--- src/hw/rtl/stateful_flow_firewall_core_macros.svh ---
// Assertion macros shared by the flow firewall RTL.
// Uses clk and rst of the including module; empty when SYNTHESIS is defined.
`ifndef STATEFUL_FLOW_FIREWALL_CORE_MACROS_SVH
`define STATEFUL_FLOW_FIREWALL_CORE_MACROS_SVH
`ifndef SYNTHESIS
// Same-cycle implication
`define SFF_ASSERT_NOW(label, ante, cons, msg) \
  label: assert property (@(posedge clk) disable iff (rst) (ante) |-> (cons)) \
    else $error(msg);
// Next-cycle implication
`define SFF_ASSERT_NEXT(label, ante, cons, msg) \
  label: assert property (@(posedge clk) disable iff (rst) (ante) |=> (cons)) \
    else $error(msg);
`else
`define SFF_ASSERT_NOW(label, ante, cons, msg)
`define SFF_ASSERT_NEXT(label, ante, cons, msg)
`endif
`endif

--- src/hw/rtl/sff_pkg.sv ---
// Types and constants of the stateful flow firewall.
// No dependencies; imported by every module of the block.
`default_nettype none

package sff_pkg;

  // Flow table geometry
  localparam int FLOW_ENTRIES = 16;
  localparam int IDX_W        = $clog2(FLOW_ENTRIES);

  // Request queue between front and back
  localparam int QUEUE_DEPTH = 2;
  localparam int QPTR_W      = $clog2(QUEUE_DEPTH);
  localparam int QCNT_W      = $clog2(QUEUE_DEPTH + 1);

  // Configuration port
  localparam int CFG_IDX_W  = 1;
  localparam int CFG_DATA_W = 16;
  localparam logic [CFG_IDX_W-1:0] CFG_FILTER_ENABLE = 1'b0;
  localparam logic [CFG_IDX_W-1:0] CFG_FLOW_TIMEOUT  = 1'b1;
  localparam logic [15:0] DEFAULT_TIMEOUT = 16'd5;

  // Input request kinds
  localparam logic KIND_TICK   = 1'b0;
  localparam logic KIND_PACKET = 1'b1;

  typedef struct packed {
    logic        kind;
    logic        from_external;
    logic [31:0] src_addr;
    logic [31:0] dst_addr;
    logic [15:0] src_port;
    logic [15:0] dst_port;
    logic [7:0]  protocol;
  } req_t;

  typedef struct packed {
    logic pass;
    logic flow_hit;
    logic table_full;
  } res_t;

  // Work classes decided by the front end
  typedef enum logic [1:0] {
    OP_TICK,
    OP_BYPASS,
    OP_FILTER
  } op_t;

  typedef struct packed {
    op_t  op;
    req_t pkt;
  } cmd_t;

endpackage

`default_nettype wire

--- src/hw/rtl/sff_front.sv ---
// Front end: accepts requests, classifies them and queues them for the back end.
// Depends on sff_pkg and the assertion macro header.
`default_nettype none
`include "stateful_flow_firewall_core_macros.svh"

module sff_front (
  input  logic          clk,
  input  logic          rst,
  input  logic          start,
  output logic          busy,
  input  sff_pkg::req_t item,
  input  logic          filter_enable,
  output sff_pkg::cmd_t head,
  output logic          head_valid,
  input  logic          pop
);
  import sff_pkg::*;

  cmd_t              queue [QUEUE_DEPTH];
  logic [QPTR_W-1:0] wr_ptr;
  logic [QPTR_W-1:0] rd_ptr;
  logic [QCNT_W-1:0] count;
  logic              push;
  cmd_t              cmd_in;

  assign busy       = (count == QCNT_W'(QUEUE_DEPTH));
  assign push       = start && !busy;
  assign head_valid = (count != '0);
  assign head       = queue[rd_ptr];

  // Classify the incoming request
  always_comb begin
    cmd_in.pkt = item;
    if (item.kind == KIND_TICK) begin
      cmd_in.op = OP_TICK;
    end else if (filter_enable) begin
      cmd_in.op = OP_FILTER;
    end else begin
      cmd_in.op = OP_BYPASS;
    end
  end

  // Advance pointers and fill level
  always_ff @(posedge clk) begin
    if (rst) begin
      wr_ptr <= '0;
      rd_ptr <= '0;
      count  <= '0;
    end else begin
      if (push) begin
        wr_ptr <= (wr_ptr == QPTR_W'(QUEUE_DEPTH - 1)) ? '0 : wr_ptr + 1'b1;
      end
      if (pop) begin
        rd_ptr <= (rd_ptr == QPTR_W'(QUEUE_DEPTH - 1)) ? '0 : rd_ptr + 1'b1;
      end
      if (push && !pop) begin
        count <= count + 1'b1;
      end else if (pop && !push) begin
        count <= count - 1'b1;
      end
    end
  end

  // Hold queued requests
  always_ff @(posedge clk) begin
    if (push) begin
      queue[wr_ptr] <= cmd_in;
    end
  end

  `SFF_ASSERT_NOW(a_pop_nonempty, pop, count != '0, "pop from empty request queue")
  `SFF_ASSERT_NEXT(a_count_up, push && !pop, count == $past(count) + 1'b1, "fill level missed a push")
  `SFF_ASSERT_NEXT(a_count_down, pop && !push, count == $past(count) - 1'b1, "fill level missed a pop")

endmodule

`default_nettype wire

--- config.mk ---
export PLATFORM = sky130hd
export DESIGN_NAME = sff_front
export DESIGN_NICKNAME = d
export VERILOG_FILES = /design/src/hw/rtl/sff_pkg.sv /design/src/hw/rtl/sff_front.sv
export VERILOG_INCLUDE_DIRS = /design/src /design/src/hw/rtl
export SDC_FILE = /design/constraint.sdc
export NUM_CORES = 1
export LEC_CHECK = 0
export CORE_MARGIN = 3
export CORE_UTILIZATION = 45
export DETAILED_ROUTE_END_ITERATION = 10
export DONT_BUFFER_PORTS = 1
export PLACE_DENSITY_LB_ADDON = 0.12
export SYNTH_ARGS = -nofsm -noshare
export SYNTH_HDL_FRONTEND = slang
export SYNTH_SLANG_ARGS = --single-unit
export TNS_END_PERCENT = 10
--- constraint.sdc ---
create_clock -name clk -period 5.9 [get_ports clk]
set_clock_uncertainty 0.05 [all_clocks]
set_input_delay 1.475 -clock clk [delete_from_list [all_inputs] [get_ports clk]]
set_output_delay 1.475 -clock clk [all_outputs]
set_load 0.02 [all_outputs]
==> results.rst, run 1 <==
.. list-table::
   :header-rows: 1

   * - Metric
     - Value
   * - Status
     - finished, final reports clean
   * - Number of placed I/O pins
     - ~220
   * - Highest achievable clock rate
     - 0.250 GHz
   * - Initial cell density of the core
     - 46.3%
   * - Setup repair after global routing missed its margin
     - false
   * - Max-slew violations
     - 0
   * - Rows
     - 48
   * - Max Cap Violations
     - 0
   * - Final number of setup-violating endpoints
     - 0
   * - Share of the cycle needed by the critical path after routing
     - between 60% and 70%
   * - ANT cells
     - 0
   * - Initial antenna violation count
     - 0
   * - Core footprint
     - about 17000 sq um
   * - Clock transition time at the flip-flop clock pins of the worst setup and hold paths
     - approximately 0.050 ns
   * - Proportion of synthesized chip area in sequential cells
     - about four fifths
   * - Vias in the first global route
     - 3508
   * - Mean instance size in the synthesized netlist
     - roughly 22 sq um
   * - Final HPWL from detailed placement
     - about 9500 um
   * - Hold Violations, Final
     - 0
   * - Number of instances in the synthesized netlist
     - 363
   * - Final setup slack of the worst path
     - between 1.5 and 2 ns
   * - Arrival time of the worst setup path
     - around 2.5 ns
   * - Number of I/O port buffers
     - 0
   * - Count of instances resized after the clock tree is built
     - 0
   * - Remaining DRCs
     - 0
   * - Power density over cell area
     - approximately 400 nW/um^2
   * - Slew margin rel.
     - between 40 and 50%
   * - Actual slew at the worst max-slew pin
     - 0.762 ns
   * - Final critical-path required period
     - 4.00 ns
   * - Overall die height
     - 140 um
   * - Overall die width
     - around 140 um
   * - Fillers
     - about 1400
   * - Netlist Area Pre-Place
     - 8090 sq um
   * - Setup Fix Bufs, Post-CTS
     - 0
   * - Critical setup path kind
     - reg -> out
   * - Final weighted congestion of routability-driven global placement
     - roughly 0.77
   * - Violation count after the first detailed-route iteration
     - approximately 180
   * - Routed vias/inst
     - around 5.3
   * - Final-stage net count
     - 494
   * - Sum Neg Setup Slack
     - 0 ns
   * - Endpoint class of the critical path
     - primary output
   * - First-pass GRT wire length
     - just over 20000 um
   * - Worst hold path class
     - reg -> reg
   * - Hold-fix buffers, CTS
     - 0
   * - Sequential standard cell area
     - around 6600 sq um
   * - Fraction of final layout cells sized beyond drive strength 1
     - between 30% and 40%
   * - Largest net degree at the start of global routing
     - 55
   * - Yosys warns
     - 0
   * - Routed len/inst
     - roughly 23 um
   * - Leak pwr
     - between 2 and 3 nW
   * - Via count of the routed design
     - between 3000 and 4000
   * - Area added between synthesis and finish
     - 11.4%
   * - Largest voltage drop on the vdd net
     - between 200 and 250 uV
   * - Number of buffers on the longest clock path
     - 3
   * - Leading cell types by total area after synthesis
     - edfxtp_1 (80%), mux2_2 (12%), mux2_4 (3.7%), dfxtp_1 (1.2%), buf_6 (0.56%)
   * - Largest area contributor in the netlist
     - edfxtp_1
   * - Multi-input gate area in the final layout
     - 1410 sq um
   * - Total track usage
     - between 10% and 20%
   * - Flip-flop and latch count after synthesis
     - roughly 220
   * - Total grt overflow
     - 0
   * - Clock insertion delay at the later pin of the skew report
     - about 0.48 ns
   * - Flop-to-flop setup slack
     - around 3.5 ns
   * - Area enclosed by the die boundary
     - between 15000 and 20000 sq um
   * - Length of the first detailed-routing pass in iterations
     - 4
   * - Depth of the CTS H-tree
     - 1
   * - CP Max Fanout
     - 54
   * - Root buffer selected by CTS
     - clkbuf_16
   * - CTS tree
     - yes
   * - Worst setup timing slack at the placement stage
     - roughly 2.3 ns
   * - Required time at the worst-slack endpoint
     - 4.38 ns
   * - Netlist cell types
     - 17
   * - Number of clock sinks seen by CTS
     - 221
   * - Min Hold Slack
     - roughly 0.44 ns
   * - Top cell type's share of synthesized area
     - roughly four fifths
   * - Number of routed nets with antenna violations
     - 0
   * - CTS buffer count
     - 23
   * - Startpoint class of the critical path
     - flip-flop
   * - Post-synth net total
     - around 480
   * - Routed Wire Length
     - ~14000 um
==> synthesized netlist by cell type <==
library cell and n:
edfxtp_1 216, and2_1 2, inv_1 3, ha_1 1
o21ai_0 2, a21oi_1 2, mux2_4 20, or2_2 1
mux2_2 88, buf_6 4, nor2b_1 2, nor2_1 4
buf_2 8, dfxtp_1 5, or3_1 2, xor2_1 2
xnor2_1 1
==> report_power, final <==
group | switching, mW | leakage, nW | internal, mW
sequential | 0.0509 | 2.06 | 1.91
clock | 0.525 | 0.325 | 0.744
combinational | 0.311 | 0.580 | 0.139
total | 0.886 | 2.96 | 2.79
==> final timing paths <==
path	cells past startpoint	start	end
max	2	flip-flop	head[21]
min	2	wr_ptr	wr_ptr
max reg2reg	4	count[0]	queue[0][54]
min reg2reg	2	wr_ptr	wr_ptr
==> stage by stage <==
step	cells	cell area [sq um]	total power [mW]	util, %
5_1_grt	623	9010	3.82	51.6
3_5_place_dp	582	8340	2.45	47.7
6_report	623	9010	3.68	51.6
4_1_cts	623	9010	3.73	51.6
3_3_place_gp	582	8340	2.45	47.7
2_1_floorplan	363	8090	2.38	-
==> registers in the layout (all words and copies together) (netlist names), named ones only <==
register / cells
queue: 216
count: 2
rd_ptr: 1
wr_ptr: 1
==> logic make-up after synthesis <==
logic type / Yosys count / synth area share (%)
adder cells (fa/ha/maj): 1 / 0.155
AO/OA/AOI/OAI: 4 / 0.247
AND/OR/NAND/NOR: 11 / 0.727
XOR/XNOR: 3 / 0.325
multiplexers: 108 / 16.0
flip-flops: 221 / 81.4
buffers and inverters: 15 / 1.19
==> placed cells by master (no fill, tap or decap), types with 2 or more instances in the layout <==
cell / count
clkbuf_16: 23
dfxtp_1: 4
mux2_4: 20
or3_1: 2
xor2_1: 2
mux2_2: 88
clkinv_2: 3
nor2_1: 4
edfxtp_1: 216
o21ai_0: 2
buf_4: 6
a21oi_1: 2
clkinv_1: 3
clkbuf_8: 2
nor2b_1: 2
clkbuf_1: 9
inv_1: 2
==> worst max-delay path, cell delays in order, from the launching register on <==
cell,delay (ns)
dfxtp_4,0.84
buf_4,0.63
mux2_2,0.47
==> layout make-up <==
class | count | area share, %
clock buffers | 34 | 7.07
flip-flops and latches | 221 | 73.1
well taps | 225 | 3.12
multi-input cells | 127 | 15.7
repair buffers | 6 | 0.500
clock inverters | 7 | 0.375
inverters | 3 | 0.153
==> layer usage <==
| metal | part of all wire [%] | track usage [%] | up-vias |
|---|---|---|---|
| li1 | - | - | 1467 |
| met1 | 35 | 14.7 | 1623 |
| met2 | 49 | 22.5 | 165 |
| met3 | 12 | 7.31 | 32 |
| met4 | 3.2 | 5.66 | 0 |
| met5 | 0 | 0 | - |
(Power assumes the default switching activity.)
==> run 2, diff against run 1 <==
==> constraint.sdc (replaced) <==
create_clock -name clk -period 4 [get_ports clk]
set_clock_uncertainty 0.05 [all_clocks]
set_input_delay 1 -clock clk [delete_from_list [all_inputs] [get_ports clk]]
set_output_delay 1 -clock clk [all_outputs]
set_load 0.02 [all_outputs]
==> results.rst, run 2 (synthesis results as in run 1) <==
.. list-table::
   :header-rows: 1

   * - Metric
     - Value
   * - Most frequent cells in the layout
     - edfxtp_1 (216), mux2_2 (88), clkbuf_16 (23), mux2_4 (20) (was edfxtp_1 (216), mux2_2 (88), clkbuf_16 (23), mux2_4 (20), clkbuf_1 (9))
   * - Critical setup path kind
     - reg -> out (unchanged)
   * - Final weighted congestion of routability-driven global placement
     - 0.744 (was 0.771)
   * - Total grt overflow
     - 0 (unchanged)
   * - ANT cells
     - 0 (unchanged)
   * - Cell Count Post-Placement
     - 585 (was 582)
   * - CP max stage cell
     - dfxtp_4 (unchanged)
   * - Count of instances resized after the clock tree is built
     - 0 (unchanged)
   * - Number of routed nets with antenna violations
     - 0 (unchanged)
   * - Setup Fix Bufs, Post-CTS
     - 0 (unchanged)
   * - Final critical-path required period
     - 3.19 ns
   * - Final number of setup-violating endpoints
     - 0 (unchanged)
   * - Area enclosed by the die boundary
     - 19600 sq um (unchanged)
   * - Total track usage
     - 13.7% (was 13.6%)
   * - Vias in the first global route
     - 3480 (was 3508)
   * - Arrival time of the worst setup path
     - 2.14 ns (was 2.47 ns)
   * - Hold-fix buffers, CTS
     - 0 (unchanged)
   * - Number of I/O port buffers
     - 0 (unchanged)
   * - Highest achievable clock rate
     - 0.314 GHz
   * - Cell-internal power
     - 4.07 mW (was 2.79 mW)
   * - Share of the cycle needed by the critical path after routing
     - about 80%
   * - Routed vias/inst
     - 5.21 (was 5.28)
   * - Finished Layout Cells
     - 623 (unchanged)
   * - Initial antenna violation count
     - 0 (unchanged)
   * - Number of clock sinks seen by CTS
     - 221 (unchanged)
   * - Length of the first detailed-routing pass in iterations
     - 4 (unchanged)
   * - Share of total power in the clock network
     - 33.7% (was 34.5%)
   * - Top reg by flops
     - queue (unchanged)
   * - Final setup slack of the worst path
     - 0.814 ns (was 1.90 ns)
   * - Setup repair after global routing missed its margin
     - false (unchanged)
   * - Core footprint
     - 17500 sq um (unchanged)
   * - Overall die width
     - 140 um (unchanged)
   * - Initial cell density of the core
     - 46.3% (unchanged)
   * - Post-layout instance area
     - 9040 sq um (was 9010 sq um)
   * - Area added between synthesis and finish
     - 11.8% (was 11.4%)
   * - Power density over cell area
     - 595 nW/um^2 (was 408 nW/um^2)
   * - Kind of cell with the highest combined delay on the critical path
     - flip-flops (unchanged)
   * - Clock transition time at the flip-flop clock pins of the worst setup and hold paths
     - 0.06 ns (was 0.05 ns)
   * - CP Max Fanout
     - 55 (was 54)
   * - Max-slew violations
     - 0 (unchanged)
   * - Number of placed I/O pins
     - 221 (unchanged)
   * - Via count of the routed design
     - 3248 (was 3287)
   * - Depth of the CTS H-tree
     - 1 (unchanged)
   * - Routed len/inst
     - 22.2 um (was 22.8 um)
   * - Registers with the most flip-flops
     - queue x216, count x2 (unchanged)
   * - Startpoint class of the critical path
     - flip-flop (unchanged)
   * - Net switching component of the power
     - 1.30 mW (was 886 uW)
   * - Sum Neg Setup Slack
     - 0 ns (unchanged)
   * - Sequential share of power
     - 53.6% (was 53.3%)
   * - Required time at the worst-slack endpoint
     - 2.95 ns (was 4.38 ns)
   * - CTS buffer count
     - 22 (was 23)
   * - Routed Wire Length
     - 13800 um (was 14200 um)
   * - Actual slew at the worst max-slew pin
     - 0.791 ns (was 0.762 ns)
   * - Remaining DRCs
     - 0 (unchanged)
   * - First-pass GRT wire length
     - 20800 um (was 20700 um)
   * - Worst setup timing slack at the placement stage
     - 1.28 ns (was 2.33 ns)
   * - Rows
     - 48 (unchanged)
   * - Final HPWL from detailed placement
     - 9330 um (was 9500 um)
   * - Fraction of final layout cells sized beyond drive strength 1
     - 37.4% (was 36.9%)
   * - Sequence of cells on the critical path
     - buf_4 > mux2_2 (unchanged)
   * - Final-stage net count
     - 496 (was 494)
   * - Share of total power consumed by net switching
     - 24.3% (was 24.1%)
   * - Comb power frac
     - 12.7% (was 12.2%)
   * - Number of flip-flops under the largest register name
     - 216 (unchanged)
   * - Endpoint class of the critical path
     - primary output (unchanged)
   * - Worst hold path class
     - reg -> reg (unchanged)
   * - Root buffer selected by CTS
     - clkbuf_16 (unchanged)
   * - Largest voltage drop on the vdd net
     - 390 uV (was 243 uV)
   * - Hold Violations, Final
     - 0 (unchanged)
   * - Leak pwr
     - 2.98 nW (was 2.96 nW)
   * - Most common library cell in the layout ignoring fill and taps
     - edfxtp_1 (unchanged)
   * - Count of buffering cells on the critical path with inverters included
     - 1 (unchanged)
   * - Longest individual stage delay on the worst path
     - 0.87 ns (was 0.84 ns)
   * - CTS tree
     - yes (unchanged)
   * - Max Cap Violations
     - 0 (unchanged)
   * - Number of buffers on the longest clock path
     - 3 (unchanged)
   * - Clock insertion delay at the later pin of the skew report
     - 0.48 ns (about the same)
   * - Slew margin rel.
     - 47.3% (was 49.2%)
   * - Largest net degree at the start of global routing
     - 56 (was 55)
   * - Fillers
     - 1421 (was 1396)
   * - Violation count after the first detailed-route iteration
     - 189 (was 179)
   * - Overall die height
     - 140 um (unchanged)
   * - Total cell area at the placement stage
     - 8400 sq um (was 8340 sq um)
   * - Status
     - finished, final reports clean (unchanged)
-- run 2: changes by cell type in the layout (fill, tap and decap cells not counted), sizes merged --
| cell | change |
|---|---|
| inv | +1 |
| clkinv | +4 |
| clkbuf | -7 |
| clkinvlp | -1 |
| buf | +3 |
-- run 2: tightest hold or removal path, delay by kind of cell, from the launching register on --
kind / cells / cell delay, ns
flip-flops: 1 / 0.31
AO/OA/AOI/OAI: 2 / 0.13
-- run 2: power by group through the flow --
stage                     registers, mW  logic, mW  clock network [mW]
after floorplan                    2.91      0.590                   0
after global placement             2.93      0.690                   0
after detailed placement           2.94      0.695                   0
after CTS                          2.89      0.697                1.88
after global routing               2.91      0.726                1.97
final                              2.88      0.682                1.81
-- run 2: worst paths after layout --
kind / start / end / slack (ns) / depth (start not counted)
setup / recovery: flip-flop / head[8] / 0.81 / 2
hold / removal: wr_ptr / wr_ptr / 0.43 / 2
setup reg to reg: count[1] / queue[0][30] / 1.81 / 4
hold reg to reg: wr_ptr / wr_ptr / 0.43 / 2
-- run 2: through the flow --
step	utilization, %	total power [mW]	hold slack (ns)
floorplan	-	3.50	0.402
global placement	48.1	3.62	0.418
detailed placement	48.1	3.63	0.421
CTS	51.7	5.46	0.429
global route	51.7	5.60	0.494
finish	51.7	5.38	0.433
-- run 2: per-layer routing --
metal  global-route usage (%)  routed length [um]
met4                     3.31                 227
met1                     14.9                4880
met3                     8.54                1920
met2                     22.7                6810
met5                        0                   0
-- run 2: final cells by class --
| class | instances | area [sq um] | area share (%) |
|---|---|---|---|
| Multi-Input combinational cell | 127 | 1410 | 15.6 |
| Inverter | 3 | 13.8 | 0.152 |
| Clock buffer | 27 | 591 | 6.53 |
| Sequential cell | 221 | 6590 | 72.9 |
| Clock inverter | 11 | 51.3 | 0.567 |
| Tap cell | 225 | 282 | 3.11 |
| Timing Repair Buffer | 9 | 105 | 1.16 |
==> run 3, diff against run 2 <==
--- a/config.mk
+++ b/config.mk
@@ -6,6 +6,7 @@
 export SDC_FILE = /design/constraint.sdc
 export NUM_CORES = 1
 export LEC_CHECK = 0
+export ABC_AREA = 1
 export CORE_MARGIN = 3
 export CORE_UTILIZATION = 45
 export DETAILED_ROUTE_END_ITERATION = 10
==> constraint.sdc (replaced) <==
create_clock -name clk -period 2.9 [get_ports clk]
set_clock_uncertainty 0.05 [all_clocks]
set_input_delay 0.725 -clock clk [delete_from_list [all_inputs] [get_ports clk]]
set_output_delay 0.725 -clock clk [all_outputs]
set_load 0.02 [all_outputs]
==> results.rst, run 3 <==
.. list-table::
   :header-rows: 1

   * - Metric
     - Value
   * - Status
     - finished, final reports clean (unchanged)
   * - Min Hold Slack
     - 0.254 ns (was 0.433 ns)
   * - Number of placed I/O pins
     - 221 (unchanged)
   * - Sum Neg Setup Slack
     - 0 ns (unchanged)
   * - Cell Count Post-Placement
     - 594 (was 585)
   * - Total track usage
     - 14.0% (was 13.7%)
   * - Final core area utilization
     - 52.3% (was 51.7%)
   * - Yosys warns
     - 0 (unchanged)
   * - ANT cells
     - 0 (unchanged)
   * - Most common library cell in the layout ignoring fill and taps
     - edfxtp_1 (unchanged)
   * - Final critical-path required period
     - between 2 and 2.5 ns
   * - Leak pwr
     - 3.04 nW (was 2.98 nW)
   * - Sequential share of power
     - 52.3% (was 53.6%)
   * - Adder-cell share of the synthesized area
     - 0.154% (was 0.155%)
   * - Netlist Area Pre-Place
     - 8110 sq um (was 8090 sq um)
   * - Top cell type's share of synthesized area
     - 80.0% (was 80.2%)
   * - Registers with the most flip-flops
     - queue x216, count x2 (unchanged)
   * - Longest individual stage delay on the worst path
     - 0.45 ns (was 0.87 ns)
   * - Worst setup timing slack at the placement stage
     - 0.926 ns (was 1.28 ns)
   * - Number of buffers on the longest clock path
     - 3 (unchanged)
   * - Top reg by flops
     - queue (unchanged)
   * - Most common flop cell mapped by yosys
     - edfxtp_1 (unchanged)
   * - Proportion of synthesized chip area in sequential cells
     - 81.2% (was 81.4%)
   * - Required time at the worst-slack endpoint
     - 2.12 ns (was 2.95 ns)
   * - Hold-fix buffers, CTS
     - 0 (unchanged)
   * - Power density over cell area
     - 811 nW/um^2 (was 595 nW/um^2)
   * - Vias in the first global route
     - 3683 (was 3480)
   * - Remaining DRCs
     - 0 (unchanged)
   * - Simple-gate area share of the yosys netlist
     - 0.833% (was 0.727%)
   * - CTS tree
     - yes (unchanged)
   * - Multiplexer area fraction after synthesis
     - 15.9% (was 16.0%)
   * - XOR/XNOR share of the synthesized area
     - 0.108% (was 0.325%)
   * - CP max stage cell
     - mux2_2 (was dfxtp_4)
   * - Startpoint class of the critical path
     - flip-flop (unchanged)
   * - Net switching component of the power
     - 1.72 mW (was 1.30 mW)
   * - Sequence of cells on the critical path
     - buf_12 > mux2_2 (was buf_4 > mux2_2)
   * - Cell-internal power
     - 5.70 mW (was 4.07 mW)
   * - Slew margin rel.
     - 54.7% (was 47.3%)
   * - Post-synth net total
     - 487 (was 475)
   * - Depth of the CTS H-tree
     - 1 (unchanged)
   * - Final setup slack of the worst path
     - 0.489 ns (was 0.814 ns)
   * - CP Max Fanout
     - 56 (was 55)
   * - Number of routed nets with antenna violations
     - 0 (unchanged)
   * - Actual slew at the worst max-slew pin
     - 0.679 ns (was 0.791 ns)
   * - Max-slew violations
     - 0 (unchanged)
   * - Leading cell types by total area after synthesis
     - edfxtp_1 (80%), mux2_2 (12%), mux2_4 (3.7%), dfxtp_1 (1.2%), buf_6 (0.56%) (unchanged)
   * - Number of clock sinks seen by CTS
     - 221 (unchanged)
   * - Most frequent cells in the layout
     - edfxtp_1 (216), mux2_2 (88), clkbuf_16 (23), mux2_4 (20), inv_1 (11) (was edfxtp_1 (216), mux2_2 (88), clkbuf_16 (23), mux2_4 (20))
   * - Multi-input gate area in the final layout
     - 1430 sq um (was 1410 sq um)
   * - Arrival time of the worst setup path
     - 1.64 ns (was 2.14 ns)
   * - Fraction of final layout cells sized beyond drive strength 1
     - 37.1% (was 37.4%)
   * - Length in cells of the worst reg-to-reg path
     - 4 (unchanged)
   * - Number of instances in the synthesized netlist
     - 375 (was 363)
   * - Fraction of synthesis flops using an asynchronous set or reset pin
     - 0% (unchanged)
   * - Final number of setup-violating endpoints
     - 0 (unchanged)
   * - Flip-flop and latch count after synthesis
     - 221 (unchanged)
   * - Routed len/inst
     - 22.2 um (about the same)
   * - Kind of cell with the highest combined delay on the critical path
     - multiplexers (was flip-flops)
   * - First-pass GRT wire length
     - 21200 um (was 20800 um)
   * - Worst hold path class
     - in -> reg (was reg -> reg)
   * - Share of total power consumed by net switching
     - 23.2% (was 24.3%)
   * - Final HPWL from detailed placement
     - 9630 um (was 9330 um)
   * - Largest area contributor in the netlist
     - edfxtp_1 (unchanged)
   * - Setup Fix Bufs, Post-CTS
     - 0 (unchanged)
   * - Comb power frac
     - 11.3% (was 12.7%)
   * - Endpoint class of the critical path
     - primary output (unchanged)
   * - Synth Area in Compound Gates
     - 0.247% (about the same)
   * - Initial antenna violation count
     - 0 (unchanged)
   * - Area added between synthesis and finish
     - 12.7% (was 11.8%)
   * - Core footprint
     - 17500 sq um (unchanged)
   * - Finished Layout Cells
     - 635 (was 623)
   * - Via count of the routed design
     - 3311 (was 3248)
   * - Hold Violations, Final
     - 0 (unchanged)
   * - Flop-to-flop setup slack
     - 1.20 ns (was 1.81 ns)
   * - Root buffer selected by CTS
     - clkbuf_16 (unchanged)
   * - Final weighted congestion of routability-driven global placement
     - 0.732 (was 0.744)
   * - Length of the first detailed-routing pass in iterations
     - 4 (unchanged)
   * - Routed vias/inst
     - 5.21 (about the same)
   * - Overall die height
     - 140 um (about the same)
   * - Largest net degree at the start of global routing
     - 59 (was 56)
   * - Area enclosed by the die boundary
     - 19700 sq um (was 19600 sq um)
   * - Netlist cell types
     - 15 (was 17)
   * - Origin of the critical flop-to-flop path
     - count[1] (unchanged)
   * - Clock transition time at the flip-flop clock pins of the worst setup and hold paths
     - 0.06 ns (about the same)
   * - Overall die width
     - 140 um (about the same)
   * - Max Cap Violations
     - 0 (unchanged)
   * - Dominant combinational cell family by area after synthesis
     - multiplexers (unchanged)
   * - Count of instances resized after the clock tree is built
     - 0 (unchanged)
   * - Depth of the critical timing path with buffers and inverters included
     - 2 (unchanged)
   * - Initial cell density of the core
     - 46.4% (was 46.3%)
   * - Highest achievable clock rate
     - roughly 0.41 GHz
   * - Violation count after the first detailed-route iteration
     - 118 (was 189)
   * - Fillers
     - 1402 (was 1421)
   * - Setup repair after global routing missed its margin
     - false (unchanged)
   * - Share of the cycle needed by the critical path after routing
     - about 83%
   * - Destination of the critical timing path
     - head[84] (was head[8])
   * - Clock insertion delay at the later pin of the skew report
     - 0.48 ns (about the same)
   * - Final-stage net count
     - 506 (was 496)
   * - Total grt overflow
     - 0 (unchanged)
   * - Routed Wire Length
     - 14100 um (was 13800 um)
   * - Most instantiated library cell after synthesis
     - edfxtp_1 (unchanged)
   * - Mean instance size in the synthesized netlist
     - 21.6 sq um (was 22.3 sq um)
   * - Number of I/O port buffers
     - 0 (unchanged)
   * - CTS buffer count
     - 23 (was 22)
   * - Rows
     - 48 (unchanged)
   * - Critical R2R Capture
     - queue[0][73] (was queue[0][30])
   * - Count of flip-flops with a built-in enable after synthesis
     - 216 (unchanged)
   * - Largest voltage drop on the vdd net
     - 606 uV (was 390 uV)
   * - Share of total power in the clock network
     - 36.4% (was 33.7%)
   * - Count of buffering cells on the critical path with inverters included
     - 1 (unchanged)
   * - Cell types with the highest counts after synthesis
     - edfxtp_1 (216), mux2_2 (88), mux2_4 (20) (unchanged)
   * - Number of flip-flops under the largest register name
     - 216 (unchanged)
   * - Sequential standard cell area
     - 6590 sq um (unchanged)
   * - Critical setup path kind
     - reg -> out (unchanged)
## run 3: final cells by class
cell class                 count  area share [%]
clock buffer                  25            6.38
clock inverter                16            1.38
inverter                      11           0.452
multi-input combinational    131            15.6
sequential                   221            72.1
tap                          225            3.08
timing repair buffer           6            1.04
## run 3: power by group through the flow
stage          Combinational, mW  Sequential [mW]  Clock, mW
2_1_floorplan              0.725             3.93          0
3_3_place_gp               0.853             3.94          0
3_5_place_dp               0.861             3.95          0
4_1_cts                    0.863             3.88       2.80
5_1_grt                    0.899             3.90       2.92
6_report                   0.841             3.88       2.70
## run 3: cell families after synthesis
kind of cell / count (synthesis)
compound gates: 4
xor+xnor: 1
fa+ha+maj: 1
buf+inv: 23
flops: 221
mux: 108
simple gates: 17
## run 3: how the worst min path moves through the flow
stage	start	endpoint	slack [ns]	cells past startpoint
floorplan	rd_ptr	flip-flop	0.43	2
global placement	rd_ptr	rd_ptr	0.45	2
detailed placement	rd_ptr	rd_ptr	0.47	2
CTS	rst	flip-flop	0.23	1
global route	rst	flip-flop	0.24	1
finish	rst	flip-flop	0.25	1
## run 3: metal layers
layer  wire length, um  GRT usage [%]
met1              4630           14.6
met5                 0              0
met4               444           4.69
met3              2120           9.15
met2              6920           22.9
## run 3: per-stage QoR
| stage | cell area [sq um] | power (mW) |
|---|---|---|
| global placement | 8430 | 4.79 |
| CTS | 9140 | 7.54 |
| floorplan | 8140 | 4.65 |
| detailed placement | 8430 | 4.81 |
| global route | 9140 | 7.72 |
| finish | 9140 | 7.42 |
